## config.mk

```make
export PLATFORM = sky130hd
export DESIGN_NAME = rgb_led_blink_flash_controller
export DESIGN_NICKNAME = d
export VERILOG_FILES = /design/src/rtl/rgbled_pkg.sv /design/src/rtl/rgbled_seq.sv /design/src/rtl/rgb_led_blink_flash_controller.sv
export SDC_FILE = /design/constraint.sdc
export NUM_CORES = 1
export LEC_CHECK = 0
export BUFFER_PORTS_ARGS = -buffer_cell sky130_fd_sc_hd__buf_2
export CAP_MARGIN = 20
export CORE_ASPECT_RATIO = 1.25
export CORE_MARGIN = 2
export CORE_UTILIZATION = 41
export DETAILED_ROUTE_END_ITERATION = 10
export SLEW_MARGIN = 0
export SYNTH_ARGS = -nofsm -noshare
export SYNTH_HDL_FRONTEND = slang
export SYNTH_HIERARCHICAL = 1
export SYNTH_SLANG_ARGS = --single-unit
```

## constraint.sdc

```tcl
create_clock -name clk -period 8.4 [get_ports clk]
set_clock_uncertainty 0.05 [all_clocks]
set_input_delay 0.42 -clock clk [delete_from_list [all_inputs] [get_ports clk]]
set_output_delay 0.42 -clock clk [all_outputs]
set_load 0.02 [all_outputs]
```

## src/rtl/rgbled_pkg.sv

```systemverilog
// Package: shared types and constants for the RGB LED blink/flash controller.
`timescale 1ns / 1ps
`default_nettype none
package rgbled_pkg;

	localparam int TIME_W  = 32;   // time arithmetic wraps modulo 2^TIME_W
	localparam int NOW_W   = 32;   // width of the now_ms port
	localparam int FLASH_W = 32;   // width of the flash_length_ms port
	localparam int LEVEL_W = 8;
	localparam int COUNT_W = 8;
	localparam int CFG_W   = 16;
	localparam int CFG_IDX_W = 2;

	localparam logic [CFG_W-1:0] BLINK_ON_RST   = 16'd200;
	localparam logic [CFG_W-1:0] BLINK_WAIT_RST = 16'd300;
	localparam logic [CFG_W-1:0] COOLDOWN_RST   = 16'd2000;

	typedef enum logic [2:0] {
		OP_TICK   = 3'd0,
		OP_COLOUR = 3'd1,
		OP_FLASH  = 3'd2,
		OP_BLINK  = 3'd3,
		OP_OFF    = 3'd4
	} op_t;

	typedef enum logic [CFG_IDX_W-1:0] {
		REG_BLINK_ON   = 2'd0,
		REG_BLINK_WAIT = 2'd1,
		REG_COOLDOWN   = 2'd2
	} reg_idx_t;

	typedef struct packed {
		logic [2:0]         op;
		logic [TIME_W-1:0]  now;
		logic [LEVEL_W-1:0] red;
		logic [LEVEL_W-1:0] green;
		logic [LEVEL_W-1:0] blue;
		logic [FLASH_W-1:0] flash_len;
		logic [COUNT_W-1:0] count;
		logic               rep;
	} cmd_t;

	typedef struct packed {
		logic [CFG_W-1:0] on_ms;
		logic [CFG_W-1:0] wait_ms;
		logic [CFG_W-1:0] cool_ms;
	} cfg_t;

	typedef struct packed {
		logic [LEVEL_W-1:0] red;
		logic [LEVEL_W-1:0] green;
		logic [LEVEL_W-1:0] blue;
		logic               active;
	} drive_t;

endpackage
`default_nettype wire

```

## src/rtl/rgbled_seq.sv

```systemverilog
// Sequencer state and per-command next-state logic for the RGB LED controller.
`timescale 1ns / 1ps
`default_nettype none
module rgbled_seq (
	input  wire logic                clk,
	input  wire logic                arst_n,
	input  wire logic                adv,
	input  wire rgbled_pkg::cmd_t    cmd,
	input  wire rgbled_pkg::cfg_t    cfg,
	output rgbled_pkg::drive_t       drive
);

	logic [rgbled_pkg::LEVEL_W-1:0] red_q, green_q, blue_q;
	logic                           running_q, lit_q, repeating_q;
	logic [rgbled_pkg::TIME_W-1:0]  start_q;
	logic [rgbled_pkg::FLASH_W-1:0] flash_q;
	logic [rgbled_pkg::COUNT_W-1:0] burst_q, left_q;

	logic [rgbled_pkg::LEVEL_W-1:0] red_d, green_d, blue_d;
	logic                           running_d, lit_d, repeating_d;
	logic [rgbled_pkg::TIME_W-1:0]  start_d;
	logic [rgbled_pkg::FLASH_W-1:0] flash_d;
	logic [rgbled_pkg::COUNT_W-1:0] burst_d, left_d;

	logic [rgbled_pkg::TIME_W-1:0]  delta, on_ext, wait_ext, cool_ext, past_on;
	logic [rgbled_pkg::TIME_W-1:0]  flash_ext;

	assign on_ext   = {{(rgbled_pkg::TIME_W-rgbled_pkg::CFG_W){1'b0}}, cfg.on_ms};
	assign wait_ext = {{(rgbled_pkg::TIME_W-rgbled_pkg::CFG_W){1'b0}}, cfg.wait_ms};
	assign cool_ext = {{(rgbled_pkg::TIME_W-rgbled_pkg::CFG_W){1'b0}}, cfg.cool_ms};
	assign flash_ext = flash_q[rgbled_pkg::TIME_W-1:0];
	assign delta    = cmd.now - start_q;
	assign past_on  = delta - on_ext;

	always_comb begin
		red_d       = red_q;
		green_d     = green_q;
		blue_d      = blue_q;
		running_d   = running_q;
		lit_d       = lit_q;
		repeating_d = repeating_q;
		start_d     = start_q;
		flash_d     = flash_q;
		burst_d     = burst_q;
		left_d      = left_q;
		case (cmd.op)
			rgbled_pkg::OP_TICK: begin
				if (running_q) begin
					if (left_q != '0) begin
						if (delta < on_ext) begin
							lit_d = 1'b1;
						end else begin
							lit_d = 1'b0;
							if (past_on > wait_ext) begin
								start_d = cmd.now;
								left_d  = left_q - rgbled_pkg::COUNT_W'(1);
								// last blink of a one-shot burst
								if (left_q == rgbled_pkg::COUNT_W'(1) && !repeating_q)
									running_d = 1'b0;
							end
						end
					end else if (burst_q != '0 && repeating_q) begin
						if (delta > cool_ext) begin
							start_d = cmd.now;
							left_d  = burst_q;
						end
					end else if (flash_q != '0 && delta >= flash_ext) begin
						running_d = 1'b0;
						lit_d     = 1'b0;
					end
				end
			end
			rgbled_pkg::OP_COLOUR: begin
				red_d   = cmd.red;
				green_d = cmd.green;
				blue_d  = cmd.blue;
				lit_d   = running_q;
			end
			rgbled_pkg::OP_FLASH: begin
				// a plain flash in progress ignores a new flash
				if (!(running_q && burst_q == '0)) begin
					running_d   = 1'b1;
					start_d     = cmd.now;
					flash_d     = cmd.flash_len;
					burst_d     = '0;
					left_d      = '0;
					repeating_d = 1'b0;
					lit_d       = 1'b1;
				end
			end
			rgbled_pkg::OP_BLINK: begin
				if (running_q && cmd.count == '0) begin
					running_d = 1'b0;
					lit_d     = 1'b0;
				end else if (running_q) begin
					repeating_d = cmd.rep;
					burst_d     = cmd.count;
					if (left_q > cmd.count)
						left_d = cmd.count;
				end else begin
					running_d   = 1'b1;
					start_d     = cmd.now;
					flash_d     = '0;
					burst_d     = cmd.count;
					left_d      = cmd.count;
					repeating_d = cmd.rep;
					lit_d       = 1'b1;
				end
			end
			rgbled_pkg::OP_OFF: begin
				running_d = 1'b0;
				lit_d     = 1'b0;
			end
			default: ;
		endcase
	end

	always_comb begin
		drive.red    = lit_d ? red_d   : '0;
		drive.green  = lit_d ? green_d : '0;
		drive.blue   = lit_d ? blue_d  : '0;
		drive.active = running_d;
	end

	always_ff @(posedge clk or negedge arst_n) begin
		if (!arst_n) begin
			red_q       <= '0;
			green_q     <= '0;
			blue_q      <= '0;
			running_q   <= 1'b0;
			lit_q       <= 1'b0;
			repeating_q <= 1'b0;
			start_q     <= '0;
			flash_q     <= '0;
			burst_q     <= '0;
			left_q      <= '0;
		end else if (adv) begin
			red_q       <= red_d;
			green_q     <= green_d;
			blue_q      <= blue_d;
			running_q   <= running_d;
			lit_q       <= lit_d;
			repeating_q <= repeating_d;
			start_q     <= start_d;
			flash_q     <= flash_d;
			burst_q     <= burst_d;
			left_q      <= left_d;
		end
	end

`ifndef SYNTHESIS
	a_lit_needs_running: assert property (@(posedge clk) disable iff (!arst_n)
		lit_q |-> running_q)
		else $error("LED lit while sequencer idle");

	a_left_within_burst: assert property (@(posedge clk) disable iff (!arst_n)
		left_q <= burst_q)
		else $error("blinks left exceeds burst size");

	a_off_goes_idle: assert property (@(posedge clk) disable iff (!arst_n)
		(adv && cmd.op == rgbled_pkg::OP_OFF) |=> (!running_q && !lit_q))
		else $error("turn off left sequencer running");
`endif

endmodule
`default_nettype wire

```

## src/rtl/rgb_led_blink_flash_controller.sv

```systemverilog
// Top level: handshakes, config registers, input and result registers.
`timescale 1ns / 1ps
`default_nettype none
// RGB LED blink/flash controller. Each input beat carries one command (tick, set
// colour, flash, blink, off) plus the current millisecond time, and yields exactly
// one result beat with the three drive levels and the active flag as they stand
// after the command. One beat per clock is sustained while out_ready is high; each
// beat passes the input register, then the state update that loads the result
// register. A full result register with out_ready low stalls the input side.
// Time differences are computed modulo 2^32. Configuration registers (blink on
// time, blink wait, burst cool-down, all 16-bit ms) accept writes every cycle and
// should be changed only while the block is idle.
module rgb_led_blink_flash_controller (
	input  wire logic                                  clk,
	input  wire logic                                  arst_n,
	input  wire logic                                  in_valid,
	output logic                                       in_ready,
	input  wire logic [2:0]                            operation,
	input  wire logic [rgbled_pkg::NOW_W-1:0]          now_ms,
	input  wire logic [rgbled_pkg::LEVEL_W-1:0]        red,
	input  wire logic [rgbled_pkg::LEVEL_W-1:0]        green,
	input  wire logic [rgbled_pkg::LEVEL_W-1:0]        blue,
	input  wire logic [rgbled_pkg::FLASH_W-1:0]        flash_length_ms,
	input  wire logic [rgbled_pkg::COUNT_W-1:0]        blink_number,
	input  wire logic                                  repeat_bursts,
	output logic                                       out_valid,
	input  wire logic                                  out_ready,
	output logic [rgbled_pkg::LEVEL_W-1:0]             red_drive,
	output logic [rgbled_pkg::LEVEL_W-1:0]             green_drive,
	output logic [rgbled_pkg::LEVEL_W-1:0]             blue_drive,
	output logic                                       is_active,
	input  wire logic                                  cfg_valid,
	output logic                                       cfg_ready,
	input  wire logic [rgbled_pkg::CFG_IDX_W-1:0]      cfg_index,
	input  wire logic [rgbled_pkg::CFG_W-1:0]          cfg_data
);

	rgbled_pkg::cfg_t   cfg_q;
	rgbled_pkg::cmd_t   cmd_s1;
	logic               valid_s1;
	rgbled_pkg::drive_t drive_q;
	rgbled_pkg::drive_t drive;
	logic               out_valid_q;
	logic               adv;

	assign cfg_ready = 1'b1;

	always_ff @(posedge clk or negedge arst_n) begin
		if (!arst_n) begin
			cfg_q.on_ms   <= rgbled_pkg::BLINK_ON_RST;
			cfg_q.wait_ms <= rgbled_pkg::BLINK_WAIT_RST;
			cfg_q.cool_ms <= rgbled_pkg::COOLDOWN_RST;
		end else if (cfg_valid) begin
			unique case (cfg_index)
				rgbled_pkg::REG_BLINK_ON:   cfg_q.on_ms   <= cfg_data;
				rgbled_pkg::REG_BLINK_WAIT: cfg_q.wait_ms <= cfg_data;
				rgbled_pkg::REG_COOLDOWN:   cfg_q.cool_ms <= cfg_data;
				default: ;
			endcase
		end
	end

	// stage 1 moves on when the result register is free or being drained
	assign adv      = valid_s1 && (!out_valid_q || out_ready);
	assign in_ready = !valid_s1 || adv;

	always_ff @(posedge clk or negedge arst_n) begin
		if (!arst_n) begin
			valid_s1 <= 1'b0;
		end else if (in_ready) begin
			valid_s1 <= in_valid;
		end
	end

	always_ff @(posedge clk) begin
		if (in_valid && in_ready) begin
			cmd_s1.op        <= operation;
			cmd_s1.now       <= now_ms[rgbled_pkg::TIME_W-1:0];
			cmd_s1.red       <= red;
			cmd_s1.green     <= green;
			cmd_s1.blue      <= blue;
			cmd_s1.flash_len <= flash_length_ms;
			cmd_s1.count     <= blink_number;
			cmd_s1.rep       <= repeat_bursts;
		end
	end

	rgbled_seq u_seq (
		.clk    (clk),
		.arst_n (arst_n),
		.adv    (adv),
		.cmd    (cmd_s1),
		.cfg    (cfg_q),
		.drive  (drive)
	);

	always_ff @(posedge clk or negedge arst_n) begin
		if (!arst_n) begin
			out_valid_q <= 1'b0;
		end else if (adv) begin
			out_valid_q <= 1'b1;
		end else if (out_ready) begin
			out_valid_q <= 1'b0;
		end
	end

	always_ff @(posedge clk) begin
		if (adv)
			drive_q <= drive;
	end

	assign out_valid   = out_valid_q;
	assign red_drive   = drive_q.red;
	assign green_drive = drive_q.green;
	assign blue_drive  = drive_q.blue;
	assign is_active   = drive_q.active;

`ifndef SYNTHESIS
	a_ready_when_out_empty: assert property (@(posedge clk) disable iff (!arst_n)
		!out_valid_q |-> in_ready)
		else $error("input stalled with empty result register");

	a_stall_holds_stage: assert property (@(posedge clk) disable iff (!arst_n)
		(valid_s1 && !adv) |=> valid_s1)
		else $error("stalled beat dropped from stage 1");

	a_result_follows_adv: assert property (@(posedge clk) disable iff (!arst_n)
		adv |=> out_valid_q)
		else $error("processed beat produced no result");
`endif

endmodule
`default_nettype wire
```

**Word-level counts from Yosys, hierarchy flattened**

Cells that the tools add are included.
Widths: inputs -> output; s select.

- Mux-type cells: 54
- Equality and inequality tests: 16
- Order comparisons: 5
- Add/subtract/negate cells: 3
- Reduce and logical (&&, ||, !) cells: 29

Operator list:

| operator | number |
|---|---|
| $mux 32 | 12 |
| $mux 8 | 14 |
| $pmux 32 s3 | 1 |
| $gt 32x16->1 | 2 |
| $pmux 32 s2 | 1 |
| $ge 32x32->1 | 1 |
| $lt 32x16->1 | 1 |
| $reduce_bool 32->1 | 1 |
| $sub 32x16->32 | 1 |
| $sub 32x32->32 | 1 |
| $pmux 8 s3 | 1 |
| $mux 1 | 21 |
| $reduce_and 10->1 | 2 |
| $logic_not 8->1 | 2 |
| $pmux 8 s2 | 1 |
| $reduce_bool 8->1 | 2 |
| $ne 3x3->1 const B | 3 |
| $eq 8x1->1 const B | 1 |
| $gt 8x8->1 | 1 |
| $sub 8x1->8 const B | 1 |
| $logic_and 1x1->1 | 7 |
| $eq 3x2->1 const B | 2 |
| $ne 2x2->1 const B | 3 |
| $ne 3x1->1 const B | 2 |
| 17 further kinds | 23 |

- Flip-flop bits (word level): 282
- Output and inout bits: 28
- Bits of input ports: 123

**Logic depth before layout (Yosys ltp)**

Gate-level depths: netlist (run 1).

- Depth in word-level cells: 8
- Mapped depth: 31

**Cells and area by module**

The synthesis (run 1) kept the hierarchy.

Modules (own cells, without submodules):

| module | instances | seq. area each (um^2) | cells each | area each (um^2) |
|---|---|---|---|---|
| rgbled_seq | 1 | 2,677.6 | 1,233 | 10,362.4 |
| rgb_led_blink_flash_controller | 1 | 5,021.1 | 237 | 5,685.5 |

**Worst setup path before layout (run 1)**

OpenSTA, ideal clock, no wires.

- Path type: register to register
- Start point: register cmd_s1[65] (netlist name)
- End point: register u_seq/start_q[0] (netlist name)
- Arrival time: 5.623 ns
- Clock period less this slack: 5.799 ns
- Stages on the path, launching flop included: 31
- Path buffers: 2
- Path slack: 2.601 ns
- Setup time: 0.125 ns
- Cells stage by stage: edfxtp_1 -> inv_1 -> ha_1 -> fa_1 -> nand2b_1 -> nand2b_1 -> a21oi_1 -> xnor2_1 -> ha_1 -> a21oi_1 -> a21oi_1 -> o2111ai_1 -> nand2_1 -> a21o_1 -> a21o_1 -> a21o_1 -> a21o_1 -> a21oi_1 -> xnor2_1 -> ha_1 -> and4_1 -> nand4_1 -> o22ai_1 -> a21oi_1 -> nor4_1 -> o2111ai_1 -> or4b_1 -> buf_2 -> nand2_4 -> buf_12 -> mux2_4

- Cells in the longest elaborated chain, start to end: 5

RTL lines:

| element | RTL line | RTL |
|---|---|---|
| from (decl) | rgb_led_blink_flash_controller.sv:39 | `rgbled_pkg::cmd_t cmd_s1;` |
| $sub 32x32->32, or another cell as far along | rgbled_seq.sv:32 | `assign delta = cmd.now - start_q;` |
| $sub 32x16->32, or another cell as far along | rgbled_seq.sv:33 | `assign past_on = delta - on_ext;` |
| $gt 32x16->1 or $mux 32 (tied branches) | rgbled_seq.sv:54, rgbled_seq.sv:49 |  |
| $ne 3x3->1 (no source line) or $mux 32 (tied branches) | n/a |  |
| $reduce_and 10->1 (no source line) or $pmux 32 s3 (tied branches) | n/a |  |
| to (signal assigned) | rgbled_seq.sv:144 | `start_q <= start_d;` |
| to (decl) | rgbled_seq.sv:15 | `logic [rgbled_pkg::TIME_W-1:0] start_q;` |

Several ways; a longest one is shown, not always the timed one. The select of a mux whose other input is x is not followed.
A chain may end at the register's enable or synchronous reset.

**Final worst setup path (run 1)**

- Start point: register cmd_s1[65] (netlist name)
- End point: register u_seq/start_q[25] (netlist name)

- Cells in the longest elaborated chain, start to end: 5

RTL lines:

| element | RTL line | RTL |
|---|---|---|
| $sub 32x32->32 (*) | rgbled_seq.sv:32 |  |
| $sub 32x16->32 | rgbled_seq.sv:33 |  |
| $gt 32x16->1 | rgbled_seq.sv:54 | `if (past_on > wait_ext) begin` |
| $ne 3x3->1 (no source line) | n/a |  |
| $reduce_and 10->1 (no source line) (*) | n/a |  |

Every way passes the cells marked *; elsewhere a longest branch is shown, timed or not.

==> results.toml, run 1 <==
[timing]
fin_crit_sh_pct = 82.3
finalHoldViolCount = 0
drv_slew = 0
finalSetupViolations = 0
relSlewSlack_pct = 34.0
fmax_ghz = 0.145
rsz0062_at_grt = "false"
hold_ws_ns = 0.0417
worst_pin_slew_ns = 0.989
post-route-min-period_ns = 6.91
setup_tns_ns = 0

[synth]
synth_top_area_share_pct = 23.4
yosys.area.top_type = "edfxtp_1"
synth_edf_count = 125
ys_warn_count = 6
ys.flop_type = "dfrtp_1"
ys_types = 88
yosysSeqAreaShare_pct = 48.0
avgSynthCellArea_um2 = 10.9
async_reset_ff_share_pct = 55.7
syn_area_um2 = 16000
synth-seq-cells = 282
synthCells = 1470
synth.net_count = 1713
synth_area_leaders = "edfxtp_1 23%, dfrtp_1 22%, ha_1 9.2%"

[global_routing]
antenna_found_initial = 0
grtUsageTotal_pct = 19.4
grt-ovfl-total = 0
grt_max_degree = 102
grt_pass1_wl_um = 63300
grt_pass1_vias = 12100

[critical_path]
r2r-start = "cmd_s1[65]"
path_delay_family = "simple AND/OR/NAND/NOR gates"
crit_top_cell = "a21oi_1"
reg2reg_depth = 28
r2r_end = "u_seq/start_q[25]"
cp_max_fo = 32
end_kind = "register"
path_buf_inv = 1
rrSetupSlack_ns = 1.49
critical_path_class = "register to register"
crit_path_max_incr_delay_ns = 0.69
cp.arrival_ns = 7.32
slowest_stage = "or4b_1"
cp-start-kind = "register"
required_ns = 8.81

[clock_tree]
clk_pin_slew_ns = 0.06
post_cts_buffers = 0
cts_sinks = 282
cts_max_level = 1
cts_made_buffers = 30
cts_tree = "built"
clock-root-buffer = "clkbuf_16"
cts_buffer_depth = 3
clk_latency_ns = 0.59

[layout]
stdcell_count = 2238
n_antenna_cell = 0
layout-drive-gt1-share_pct = 21.5
area_growth_syn_to_layout_pct = 19.7
fin_nets = 1960

[detailed_routing]
drc_errors = 0
drtIter0Drc = 560
routed_wl_um = 39400
drtAntennaViolNets = 0
vias = 11900
via_per_inst = 5.32
first_pass_iters = 5
wl_per_cell_um = 17.6

[placement]
place_inst = 2083
gp_congestion = 0.862
hpwl_um = 28600
numPortBuffers = 149

[worst_hold_path]
hold_path_depth = 1
hold_start = "now_ms[7]"
hold_path.class = "input port to register"
whs_endpoint = "cmd_s1[72]"

[floorplanning]
num_rows = 81
core_um2 = 38900
die_w_um = 181
start_util_pct = 41.2
die_h_um = 225
io-pin-count = 151
die_area_um2 = 40800

[pwr]
power_leakage_nw = 8.51
p_per_area_nw_per_um2 = 396
ir_drop_mv = 0.205

[run_status]
outcome = "finished, final reports clean"

[run]
maxCapViolations = 0
## state kept, by name, summed over array words and instances (netlist names), 8 cells and up
register and cells:
cmd_s1 100, cfg_q 48, u_seq/flash_ext 32, u_seq/start_q 32
blue_drive 8, green_drive 8, red_drive 8, u_seq/blue_q 8
u_seq/burst_q 8, u_seq/green_q 8, u_seq/left_q 8, u_seq/red_q 8
## worst reg2reg max path, delay by kind of cell, from the launching register on
family	cells	cell delay, ns
xor+xnor	2	0.39
simple gates	8	2.20
flops	1	0.35
mux	1	0.42
compound gates	12	2.09
buf+inv	1	0.05
fa+ha+maj	4	1.23
## metrics by stage
| step | setup WS [ns] | util [%] | power, mW | area, um2 |
|---|---|---|---|---|
| after global routing | 1.08 | 49.4 | 8.24 | 19200 |
| after floorplan | 2.60 | - | 5.20 | 16000 |
| after CTS | 1.50 | 49.4 | 7.64 | 19200 |
| after detailed placement | 1.54 | 44.4 | 6.31 | 17300 |
| final | 1.49 | 49.4 | 7.60 | 19200 |
| after global placement | 1.69 | 44.3 | 6.20 | 17200 |
## synthesized netlist by cell type, types with 9 or more instances
cell / count
mux2_4: 30
xor2_1: 9
dfstp_2: 13
edfxtp_1: 125
nor2_1: 78
nand3_1: 15
o21a_1: 21
o21ai_0: 94
xnor2_1: 25
ha_1: 118
nand2_1: 135
a21o_1: 32
and3_1: 9
nor2b_1: 14
o211ai_1: 20
nand4_1: 25
mux2_2: 83
inv_1: 132
nor4_1: 13
nand2b_1: 18
and2_1: 9
dfrtp_1: 144
a21oi_1: 84
clkbuf_1: 30
mux2i_1: 28
nor3_1: 24
## cell families (layout without fill, tap and decap cells)
family                   Yosys count  after routing  share of synthesized area [%]
other                              1              1                         0.0234
buffers and inverters            177            447                           4.67
adder cells (fa/ha/maj)          120            120                           9.45
multiplexers                     141            141                           10.4
flip-flops                       282            282                           48.0
AND/OR/NAND/NOR                  381            381                           12.1
XOR/XNOR                          37             37                           2.16
AO/OA/AOI/OAI                    331            331                           13.3
## layout by cell type, fill, tap and decap left out, drive strengths merged, types with 11 or more instances in the layout
master	instances
a21o	32
a21oi	89
buf	159
clkbuf	41
clkinv	14
dfrtp	144
dfstp	13
dlygate4sd3	100
edfxtp	125
ha	118
inv	133
mux2	113
mux2i	28
nand2	137
nand2b	18
nand3	16
nand4	25
nor2	78
nor2b	14
nor3	27
nor4	16
o211ai	21
o21a	21
o21ai	103
xnor2	26
xor2	11
## cell type report
| class | instances | area [um2] |
|---|---|---|
| repair buffers | 259 | 1860 |
| multi-input cells | 1011 | 7610 |
| flip-flops and latches | 282 | 7700 |
| clock inverters | 14 | 104 |
| fillers | 3583 | 19700 |
| well taps | 498 | 623 |
| inverters | 133 | 499 |
| clock buffers | 41 | 822 |
## repair_timing
item / 4_1_cts / 5_1_grt
endpoints found under the setup margin: 0 / 0
endpoints found under the hold margin: 187 / 0
resized for setup: 0 / 0
hold buffers: 100 / 0
## where the power goes
part	internal [mW]	leakage, nW	switching [mW]	total [mW]
logic	1.86	4.95	2.47	4.33
registers	1.79	3.10	0.242	2.03
clock network	0.688	0.459	0.557	1.24
## worst max-delay path by stage
stage	end	cells after the start	slack, ns	start
after floorplan	u_seq/start_q[0]	30	2.60	cmd_s1[65]
after global placement	u_seq/start_q[25]	28	1.69	cmd_s1[65]
after detailed placement	u_seq/start_q[25]	28	1.54	cmd_s1[65]
after CTS	u_seq/start_q[25]	28	1.50	cmd_s1[65]
after global routing	u_seq/start_q[26]	28	1.08	cmd_s1[65]
final	u_seq/start_q[25]	28	1.49	cmd_s1[65]
## layer usage
metal	track usage (%)	share of wire, %
met1	24.1	43
met2	35.4	51
met3	2.60	4.2
met4	5.61	2.3
met5	0	0
No activity file was read; power rests on OpenSTA's default activity.
==> run 2: changes to the inputs <==
Settings changed: ABC_AREA from default to 1.
Clock period 8.4 ns to 6.69 ns, I/O delays scaled along.
==> run 2 against run 1 <==
Compared with the run above: sequential cell count did not move; core utilization rose by 1.2 points; non-clock buffer count grew 20; clock power up 46%; area after synthesis increased by 2.3%; design area is 3.5% higher; sequential share of layout area shrank 1.4 points; maximum frequency rose by 20%; wire length rose by 10%; worst setup slack got worse by 0.56 ns; critical path type unchanged; critical endpoint is now u_seq/left_q[5]; largest cell class unchanged.
==> results.toml, run 2 <==
[run_status]
outcome = "finished, final reports clean"

[global_routing]
grtUsageTotal_pct = 21.1
antenna_found_initial = 1
grt_pass1_wl_um = 70100
grt_max_degree = 89
grt_pass1_vias = 13700
grt-ovfl-total = 0

[synth]
synth.most_common_cell = "nand2_1"
synth_area_leaders = "edfxtp_1 23%, dfrtp_1 22%, nand2_1 12%"
ys_types = 58
synthTopCellsByCount = "529 x nand2_1, 284 x inv_1, 144 x dfrtp_1, 125 x edfxtp_1, 119 x nand3_1"
syn_area_um2 = 16400
yosys.area.top_type = "edfxtp_1"
synth.net_count = 2189
synth_edf_count = 125
avgSynthCellArea_um2 = 8.43
ys_warn_count = 6
synthCells = 1946
yosysSeqAreaShare_pct = 46.9
synth-seq-cells = 282
async_reset_ff_share_pct = 55.7
synth_top_area_share_pct = 22.9
ys.flop_type = "dfrtp_1"

[layout]
stdcell_area_um2 = 19900
layout_common_cells = "529 x nand2_1, 283 x inv_1, 149 x buf_2"
fin_nets = 2453
regMostFlops = "cmd_s1"
area_growth_syn_to_layout_pct = 21.2
final_common_cell = "nand2_1"
nFillCells = 3705
seqCellArea_um2 = 7700
multi_input_area_um2 = 7320
largest_register_ffs = 100
largest_registers = "cmd_s1 x100, cfg_q x48"
layout-drive-gt1-share_pct = 13.2
utilization_pct = 50.6

[pwr]
ir_drop_mv = 0.261
seqPwrFrac_pct = 25.8
clkPwrFrac_pct = 19.4
p_comb_share_pct = 54.9
p_per_area_nw_per_um2 = 471
internal-power_mw = 5.15
power.switching_mw = 4.21
netSwitchingFraction_pct = 45.0
power_leakage_nw = 9.54

[floorplanning]
num_rows = 81
io-pin-count = 151
die_w_um = 183
die_area_um2 = 41700
start_util_pct = 41.7
core_um2 = 39300
die_h_um = 228

[placement]
numPortBuffers = 149
place_area_um2 = 17600
hpwl_um = 31600
gp_congestion = 0.871

[clock_tree]
cts_tree = "built"
cts_resized = 0
cts_sinks = 282
cts_buffer_depth = 3
clk_pin_slew_ns = 0.06
clk_latency_ns = 0.59
holdBufCountCts = 117
clock-root-buffer = "clkbuf_16"
cts_max_level = 1
post_cts_buffers = 0
cts_made_buffers = 30

[timing]
post-route-min-period_ns = 5.76
relSlewSlack_pct = 34.7
drv_slew = 0
worst_pin_slew_ns = 0.980
setup_tns_ns = 0
rsz0062_at_grt = "false"
fin_crit_sh_pct = 86.1
finalHoldViolCount = 0
fmax_ghz = 0.174
finalSetupViolations = 0
hold_ws_ns = 0.0223

[critical_path]
rrSetupSlack_ns = 0.93
critical_path_class = "register to register"
cp-start-kind = "register"
r2r-start = "u_seq/start_q[0]"
slowest_stage = "fa_1"
cp.arrival_ns = 6.19
path_buf_inv = 1
cp_max_fo = 8
reg2reg_depth = 30
r2r_end = "u_seq/left_q[5]"
crit_path_max_incr_delay_ns = 0.41
required_ns = 7.11
end_kind = "register"
path_delay_family = "simple AND/OR/NAND/NOR gates"
crit_top_cell = "nand2_1"

[worst_hold_path]
hold_path_depth = 3
whs_endpoint = "cfg_q[44]"
hold_start = "cfg_data[12]"
hold_path.class = "input port to register"

[detailed_routing]
wl_per_cell_um = 15.9
first_pass_iters = 5
drtIter0Drc = 804
met1Wirelength_um = 19400
wl_met2_um = 20900
routed_wl_um = 43400
vias = 13700
met3RoutedLength_um = 1900
drc_errors = 0
dr.max_layer_used = "met4"
via_per_inst = 5.00
drtAntennaViolNets = 0

[run]
maxCapViolations = 0
-- run 2: cell families after synthesis --
family                   synth area share (%)
adder cells (fa/ha/maj)                  9.24
buffers and inverters                    8.58
XOR/XNOR                                 1.76
other                                  0.0228
flip-flops                               46.9
AND/OR/NAND/NOR                          23.8
multiplexers                             1.46
AO/OA/AOI/OAI                            8.20
-- run 2: routing by layer --
| metal | up-vias | global-route usage, % |
|---|---|---|
| met5 | - | 0 |
| met3 | 67 | 2.93 |
| met4 | 0 | 6.37 |
| met1 | 6363 | 27.6 |
| met2 | 302 | 36.5 |
| li1 | 6942 | - |
-- run 2: worst max path at each step --
| stage | startpoint | to | slack [ns] | cells after the start |
|---|---|---|---|---|
| after floorplan | u_seq/start_q[0] | u_seq/start_q[18] | 1.90 | 32 |
| after global placement | cmd_s1[67] | u_seq/left_q[1] | 1.02 | 32 |
| after detailed placement | u_seq/start_q[0] | u_seq/left_q[5] | 0.93 | 30 |
| after CTS | u_seq/start_q[0] | u_seq/left_q[4] | 0.90 | 30 |
| after global routing | u_seq/start_q[0] | u_seq/left_q[5] | 0.32 | 30 |
| final | u_seq/start_q[0] | u_seq/left_q[5] | 0.93 | 30 |
-- run 2: power by group through the flow --
| stage | Combinational (mW) | Sequential, mW | Clock (mW) |
|---|---|---|---|
| finish | 5.13 | 2.41 | 1.81 |
| global route | 5.87 | 2.45 | 1.92 |
| CTS | 5.14 | 2.41 | 1.86 |
| detailed placement | 5.05 | 2.43 | 0 |
| global placement | 4.94 | 2.43 | 0 |
| floorplan | 3.61 | 2.42 | 0 |
-- run 2: tightest hold or removal path: cells and delay by family --
kind,cells,cell delay (ns)
buffers and inverters,1,0.14
and+or+nand+nor,2,0.14
-- run 2: metrics by stage --
step / total power [mW] / cells / setup WS, ns
after global routing: 10.2 / 2733 / 0.317
after global placement: 7.37 / 2558 / 1.02
after CTS: 9.40 / 2731 / 0.904
after detailed placement: 7.49 / 2558 / 0.926
final: 9.36 / 2733 / 0.927
after floorplan: 6.04 / 1946 / 1.90
-- run 2: cell type report --
type / count / share of cell area [%]
multi-input combinational: 1317 / 36.8
clock buffer: 32 / 3.81
clock inverter: 24 / 1.59
inverter: 300 / 5.70
sequential: 282 / 38.7
tap: 498 / 3.13
antenna: 1 / 0.0126
timing repair buffer: 279 / 10.2
